**src/snrmix_pkg.sv**
```systemverilog
// Shared constants, datapath operation codes and status bundle for the SNR noise mixer.
// No dependencies; every other file takes names from here by scope.
`default_nettype none
package snrmix_pkg;

  localparam int MAX_SAMPLES_LOG2_DEF = 16;
  localparam int GAIN_FRAC_BITS_DEF   = 16;

  localparam int SAMPLE_W   = 16;
  localparam int SNR_W      = 7;
  localparam int GAIN_W     = 32;
  localparam int CFG_IDX_W  = 2;
  localparam int CFG_DATA_W = 7;
  localparam int AMP_W      = 42;
  localparam int CNT_W      = 7;
  localparam int SQRT_STEPS = 32;

  localparam logic [CFG_IDX_W-1:0] REG_SNR_DB    = 2'd0;
  localparam logic [CFG_IDX_W-1:0] REG_PLAIN_ADD = 2'd1;

  localparam logic [28:0] AMP_UP_Q28   = 29'd300939535;
  localparam logic [28:0] AMP_DOWN_Q28 = 29'd239243352;

  typedef enum logic [4:0] {
    OP_NONE,
    OP_LOAD,
    OP_ACC,
    OP_DIV_INIT,
    OP_DIV_INT,
    OP_DIV_FRAC,
    OP_SQRT_INIT,
    OP_SQRT,
    OP_SHIFT,
    OP_AMP_INIT,
    OP_AMP,
    OP_MUL_A,
    OP_MUL_B,
    OP_MUL_C,
    OP_MUL_D,
    OP_FIN,
    OP_SAT,
    OP_MIX_MUL,
    OP_MIX_OUT
  } op_t;

  typedef struct packed {
    logic en_zero;
    logic cnt_last;
    logic cnt_zero;
    logic frac_done;
    logic s_big;
    logic hp_big;
    logic g_big;
    logic out_free;
  } dp_stat_t;

endpackage
`default_nettype wire

```
**src/snrmix_ctrl.sv**
```systemverilog
// Controller: one-hot sequencer that accepts items and steps the datapath through
// accumulate, divide, square root, amplitude, multiply and mix phases. Depends on snrmix_pkg.
`default_nettype none
module snrmix_ctrl (
  input  wire logic                 clk,
  input  wire logic                 rst_n,
  input  wire logic                 in_valid,
  input  wire logic                 in_mode,
  input  wire logic                 in_last,
  output logic                      in_rdy,
  input  wire snrmix_pkg::dp_stat_t stat,
  output snrmix_pkg::op_t           op
);

  typedef enum logic [15:0] {
    S_IDLE = 16'h0001,
    S_MEAS = 16'h0002,
    S_ZCHK = 16'h0004,
    S_DIVI = 16'h0008,
    S_DIVF = 16'h0010,
    S_SQRT = 16'h0020,
    S_SHFT = 16'h0040,
    S_SCHK = 16'h0080,
    S_AMP  = 16'h0100,
    S_MULB = 16'h0200,
    S_CHKH = 16'h0400,
    S_MULD = 16'h0800,
    S_FIN  = 16'h1000,
    S_MIXP = 16'h2000,
    S_MIXO = 16'h4000,
    S_SQI  = 16'h8000
  } state_t;

  state_t state_r, state_nxt;
  logic   last_r, last_nxt;

  always_comb begin
    state_nxt = state_r;
    last_nxt  = last_r;
    op        = snrmix_pkg::OP_NONE;
    in_rdy    = 1'b0;
    unique case (state_r)
      S_IDLE: begin
        in_rdy = 1'b1;
        if (in_valid) begin
          op        = snrmix_pkg::OP_LOAD;
          last_nxt  = in_last;
          state_nxt = in_mode ? S_MIXP : S_MEAS;
        end
      end
      S_MEAS: begin
        op        = snrmix_pkg::OP_ACC;
        state_nxt = last_r ? S_ZCHK : S_IDLE;
      end
      S_ZCHK: begin
        if (stat.en_zero) begin
          op        = snrmix_pkg::OP_SAT;
          state_nxt = S_IDLE;
        end else begin
          op        = snrmix_pkg::OP_DIV_INIT;
          state_nxt = S_DIVI;
        end
      end
      S_DIVI: begin
        op = snrmix_pkg::OP_DIV_INT;
        if (stat.cnt_last) begin
          state_nxt = S_DIVF;
        end
      end
      S_DIVF: begin
        if (stat.frac_done) begin
          state_nxt = S_SQI;
        end else begin
          op = snrmix_pkg::OP_DIV_FRAC;
        end
      end
      S_SQI: begin
        op        = snrmix_pkg::OP_SQRT_INIT;
        state_nxt = S_SQRT;
      end
      S_SQRT: begin
        op = snrmix_pkg::OP_SQRT;
        if (stat.cnt_last) begin
          state_nxt = S_SHFT;
        end
      end
      S_SHFT: begin
        op        = snrmix_pkg::OP_SHIFT;
        state_nxt = S_SCHK;
      end
      S_SCHK: begin
        if (stat.s_big) begin
          op        = snrmix_pkg::OP_SAT;
          state_nxt = S_IDLE;
        end else begin
          op        = snrmix_pkg::OP_AMP_INIT;
          state_nxt = S_AMP;
        end
      end
      S_AMP: begin
        if (stat.cnt_zero) begin
          op        = snrmix_pkg::OP_MUL_A;
          state_nxt = S_MULB;
        end else begin
          op = snrmix_pkg::OP_AMP;
        end
      end
      S_MULB: begin
        op        = snrmix_pkg::OP_MUL_B;
        state_nxt = S_CHKH;
      end
      S_CHKH: begin
        if (stat.hp_big) begin
          op        = snrmix_pkg::OP_SAT;
          state_nxt = S_IDLE;
        end else begin
          op        = snrmix_pkg::OP_MUL_C;
          state_nxt = S_MULD;
        end
      end
      S_MULD: begin
        op        = snrmix_pkg::OP_MUL_D;
        state_nxt = S_FIN;
      end
      S_FIN: begin
        op        = stat.g_big ? snrmix_pkg::OP_SAT : snrmix_pkg::OP_FIN;
        state_nxt = S_IDLE;
      end
      S_MIXP: begin
        op        = snrmix_pkg::OP_MIX_MUL;
        state_nxt = S_MIXO;
      end
      S_MIXO: begin
        if (stat.out_free) begin
          op        = snrmix_pkg::OP_MIX_OUT;
          state_nxt = S_IDLE;
        end
      end
      default: state_nxt = S_IDLE;
    endcase
  end

  always_ff @(posedge clk) begin
    if (!rst_n) begin
      state_r <= S_IDLE;
      last_r  <= 1'b0;
    end else begin
      state_r <= state_nxt;
      last_r  <= last_nxt;
    end
  end

endmodule
`default_nettype wire

```
**config.mk**
```make
export PLATFORM = sky130hd
export DESIGN_NAME = snrmix_ctrl
export DESIGN_NICKNAME = d
export VERILOG_FILES = /design/src/snrmix_pkg.sv /design/src/snrmix_ctrl.sv
export SDC_FILE = /design/constraint.sdc
export NUM_CORES = 1
export LEC_CHECK = 0
export BUFFER_PORTS_ARGS = -buffer_cell sky130_fd_sc_hd__buf_2
export CAP_MARGIN = 15
export CORE_ASPECT_RATIO = 0.75
export CORE_MARGIN = 2
export CORE_UTILIZATION = 45
export CTS_CLUSTER_DIAMETER = 60
export DETAILED_ROUTE_END_ITERATION = 8
export MAX_ROUTING_LAYER = met4
export PLACE_DENSITY = 0.65
export SYNTH_ARGS = -nofsm -noshare
export SYNTH_HDL_FRONTEND = slang
export SYNTH_SLANG_ARGS = --single-unit
```
**constraint.sdc**
```tcl
create_clock -name clk -period 2.7 [get_ports clk]
set_input_delay 0.54 -clock clk [delete_from_list [all_inputs] [get_ports clk]]
set_output_delay 0.54 -clock clk [all_outputs]
set_load 0.02 [all_outputs]
```
# --- Word-level counts from Yosys, hierarchy flattened ---
# Cells that the tools add are included.
# W data, S select, Z words.
word_totals:
  regBits: 17
  out_inout_bits: 6
classes:
  n_eq_ne: 22
  n_mux: 22
  n_reduce_logical: 2
op_table:
  columns: ["operator", "n"]
  rows:
  - ["$pmux W16 S15", 1]
  - ["$mux W16", 6]
  - ["$pmux W5 S16", 1]
  - ["$mux W5", 5]
  - ["$eq A16 B1 Y1 const B", 1]
  - ["$eq A16 B10 Y1 const B", 1]
  - ["$eq A16 B11 Y1 const B", 1]
  - ["$eq A16 B12 Y1 const B", 1]
  - ["$eq A16 B13 Y1 const B", 1]
  - ["$eq A16 B14 Y1 const B", 1]
  - ["$eq A16 B15 Y1 const B", 1]
  - ["$eq A16 B16 Y1 const B", 1]
  - ["$eq A16 B2 Y1 const B", 1]
  - ["$eq A16 B3 Y1 const B", 1]
  - ["$eq A16 B4 Y1 const B", 1]
  - ["$eq A16 B5 Y1 const B", 1]
  - ["$eq A16 B6 Y1 const B", 1]
  - ["$eq A16 B7 Y1 const B", 1]
  - ["$eq A16 B8 Y1 const B", 1]
  - ["$eq A16 B9 Y1 const B", 1]
  - ["$mux W14", 1]
  - ["$mux W12", 1]
  - ["$ne A2 B2 Y1 const B", 6]
  - ["$mux W9", 1]
  - ["other kinds (5)", 8]

# --- Logic depth before layout (Yosys ltp) ---
depth:
  ltp_word: 3
  mapped_depth: 7

# --- Worst setup path after synthesis ---
# No wires, ideal clock.
synth_path:
  kind: "reg2out"
  start: "reg state_r[0]"
  end: "out op[0]"
  arrival_time_ps: 1955
  required_time_ps: 2160
  path_slack_ps: 205
  path_stages_with_launch: 7
  path_buffers: 2
  cell_sequence: "dfxtp_1 -> buf_2 -> or4_1 -> clkbuf_1 -> or4_1 -> nand3_1 -> or4_1"
synth_between:
  elab_chain_cells: 2
synth_lines:
  columns: ["element", "line", "source"]
  rows:
  - ["start, declared", "snrmix_ctrl.sv:34", "state_t state_r, state_nxt;"]
  - ["start signal, assigned", "snrmix_ctrl.sv:148", "state_r <= state_nxt;"]
  - ["$eq A16 B15 Y1, or another cell as far along", "snrmix_ctrl.sv:42", "unique case (state_r)"]
  - ["$pmux W5 S16 (*)", "snrmix_ctrl.sv:42", null]
  - ["end, declared", "snrmix_ctrl.sv:12", "output snrmix_pkg::op_t op"]
# Mark *: on every way between the ends. The rest lies on a longest branch, timed or not.

# --- Worst setup path after layout ---
layout_path:
  start: "reg state_r[5]"
  end: "out op[0]"
# Same word-level chain as after synthesis.

==> impl_metrics.toml <==
[placed_design]
gp_congestion = 0.944
dp.cells = 219
numPortBuffers = 18
dp_slack_ns = 0.0286
dpl.hpwl_mm = 2.88

[pwr]
p_leak_nw = 0.691
ir_drop_uv = 359
powerDensity_nw_per_um2 = 577
power_mw = 0.953

[final_layout]
stdcell_count = 228
nets = 206
area_delta_synth_final_pct = 30.3
drive_gt1_frac = 0.406
fillers = 236
antenna_cells = 0
fin_util = 0.625

[clock_network]
clk_latency_ns = 0.26
htree_levels = 1
root_buffer = "clkbuf_8"
hold_buffers = 0
path_clk_slew_ns = 0.08
cts_buffers = 3
cts_tree = "built"
cts.path.max_buffers = 2
cts_num_sinks = 17

[sta]
holdWs_ns = 0.454
layout_setup_ws_ns = 0.00541
worst_clock_skew_ns = 0.0136
hold_violations = 0
rsz0062_at_grt = "true"
final-setup-viol-count = 0
fmax_mhz = 371
slew_violations = 0
fin_crit_ns = 2.69
fin_crit_sh = 0.998
relSlewSlack = 0.536
tightest_slew_ns = 0.686

[route]
initialDrtViolationCount = 172
routed_wl_mm = 3.91
detail_route.wl_per_cell_um = 17.2
vias = 1428
drt-pass1-iter-count = 4
via_per_inst = 6.26
ant_nets = 0
drc = 0

[global_route]
grt_pass1_wl_mm = 6.25
grt_max_degree = 11
overflow = 0
first_global_vias = 1304
antenna_found_initial = 0
track_usage = 0.257

[synth]
async_reset_ff_frac = 0
syn_inst = 159
ys_types = 46
syn_area_per_cell_um2 = 7.96
ys_warn_count = 0
synth_area_um2 = 1270
yosysSeqAreaShare = 0.269
synth_edf_count = 0
synth_seq_cells = 17
synthesis.nets = 172
synth_flop_cell = "dfxtp_1"

[hold_path]
hp-class = "input pin to register"
min_to = "state_r[11]$_SDFFE_PN0P_"
min_from = "stat[2]"
holdPathStages = 2

[setup_path]
path_class = "register to primary output"
crit_path_max_fanout = 7
worstPathArrival_ns = 2.15
critPathLaunchType = "register"
rr_worst_depth = 7
required_ns = 2.16
regToRegStartpoint = "state_r[11]$_SDFFE_PN0P_"
reg2reg_slack_ns = 0.17
reg2reg_to = "state_r[0]$_SDFFE_PN1P_"
endpoint_kind = "primary output"

[die]
dieWidth_um = 65.3
io-pin-count = 19
start_util = 0.479
dieArea_um2 = 3260
fp.dieH_um = 49.9
rows = 16
fp.coreArea_um2 = 2640

[job]
maxCapViolCount = 0

[run_status]
status = "completed"
==> what timing repair did <==
action / in CTS / in global routing
setup buffers: 3 / 2
cloned: 0 / 0
setup endpoints to repair: 6 / 5
pin swaps: 2 / 2
endpoints found under the hold margin: 0 / 0
gates resized for setup: 14 / 21
==> cells by family after synthesis <==
logic type      synth area share
mux                      0.00791
simple gates               0.474
compound gates             0.156
flops                      0.269
buf+inv                   0.0721
xor+xnor                  0.0208
==> power by group <==
| part | internal [mW] | leakage, nW | total (mW) | switching [mW] |
|---|---|---|---|---|
| registers | 0.269 | 0.143 | 0.296 | 0.0268 |
| clock network | 0.103 | 0.0255 | 0.199 | 0.0960 |
| logic | 0.207 | 0.523 | 0.458 | 0.251 |
==> per-layer routing <==
metal,vias to the layer above,global-route usage,routed length [um]
met4,0,0.0417,37
met2,77,0.395,1790
met1,660,0.340,1720
met3,6,0.0776,355
met5,-,-,0
li1,685,-,-
==> worst max-delay path, stage by stage, from the launching register on <==
cell and delay (ns):
dfxtp_2 0.36, or4_4 0.60, or4_4 0.57, nand3_2 0.10, or4_1 0.12, buf_4 0.13
==> flip-flops by register name, summed over array words and instances, names as in the netlist <==
signal,flops
state_r,16
last_r,1
==> synthesized netlist by cell type, types with 3 or more instances <==
master	instances	area, um^2
o21ai_0	4	20.0
nor2b_1	3	18.8
nor4b_1	4	35.0
nor3_1	13	65.1
nor2_1	9	33.8
xnor2_1	3	26.3
buf_6	3	33.8
a21oi_1	4	20.0
nor4_1	9	56.3
inv_1	9	33.8
or3_1	7	43.8
buf_2	4	20.0
or4b_2	7	70.1
dfxtp_1	17	340
or4_1	8	60.1
nand3_1	7	35.0
nand2_1	10	37.5
==> worst max path at each step <==
stage	startpoint	end	slack (ns)	cells after the start
final	state_r[5]$_SDFFE_PN0P_	op[0]	0.005	5
after global routing	state_r[5]$_SDFFE_PN0P_	op[0]	-0.06	6
after CTS	state_r[11]$_SDFFE_PN0P_	op[3]	-0.04	7
after detailed placement	state_r[5]$_SDFFE_PN0P_	op[0]	0.03	5
after global placement	state_r[5]$_SDFFE_PN0P_	op[0]	0.02	5
after floorplan	state_r[0]$_SDFFE_PN1P_	op[0]	0.21	6
==> final cells by class <==
type	count	area, um^2	share of cell area
multi-input cells	125	925	0.560
flip-flops and latches	17	357	0.216
repair buffers	37	244	0.148
well taps	36	45.0	0.0273
clock buffers	3	41.3	0.0250
inverters	9	33.8	0.0205
clock inverters	1	5.00	0.00303
==> stage by stage <==
stage	setup TNS [ns]	cell area [um^2]
5_1_grt	-0.221	1650
2_1_floorplan	0	1270
6_report	0	1650
3_3_place_gp	0	1450
3_5_place_dp	0	1450
4_1_cts	-0.112	1560
==> cells in the final DEF, fill, tap and decap left out, types with 3 or more instances in the layout <==
master and count:
dfxtp_2 10, nor4b_1 4, nand2_1 10, nor3_1 12
nand3_1 6, nor4_1 6, nor4_4 3, xnor2_1 3
o21ai_0 3, buf_2 16, or4_4 6, clkbuf_8 3
nor2_1 8, dfxtp_1 6, buf_4 19, inv_1 9
or4_1 3, or4b_2 5, or3_1 6, nor2b_1 3
a21oi_1 4
Note: power is estimated with default switching activity, not from simulation.
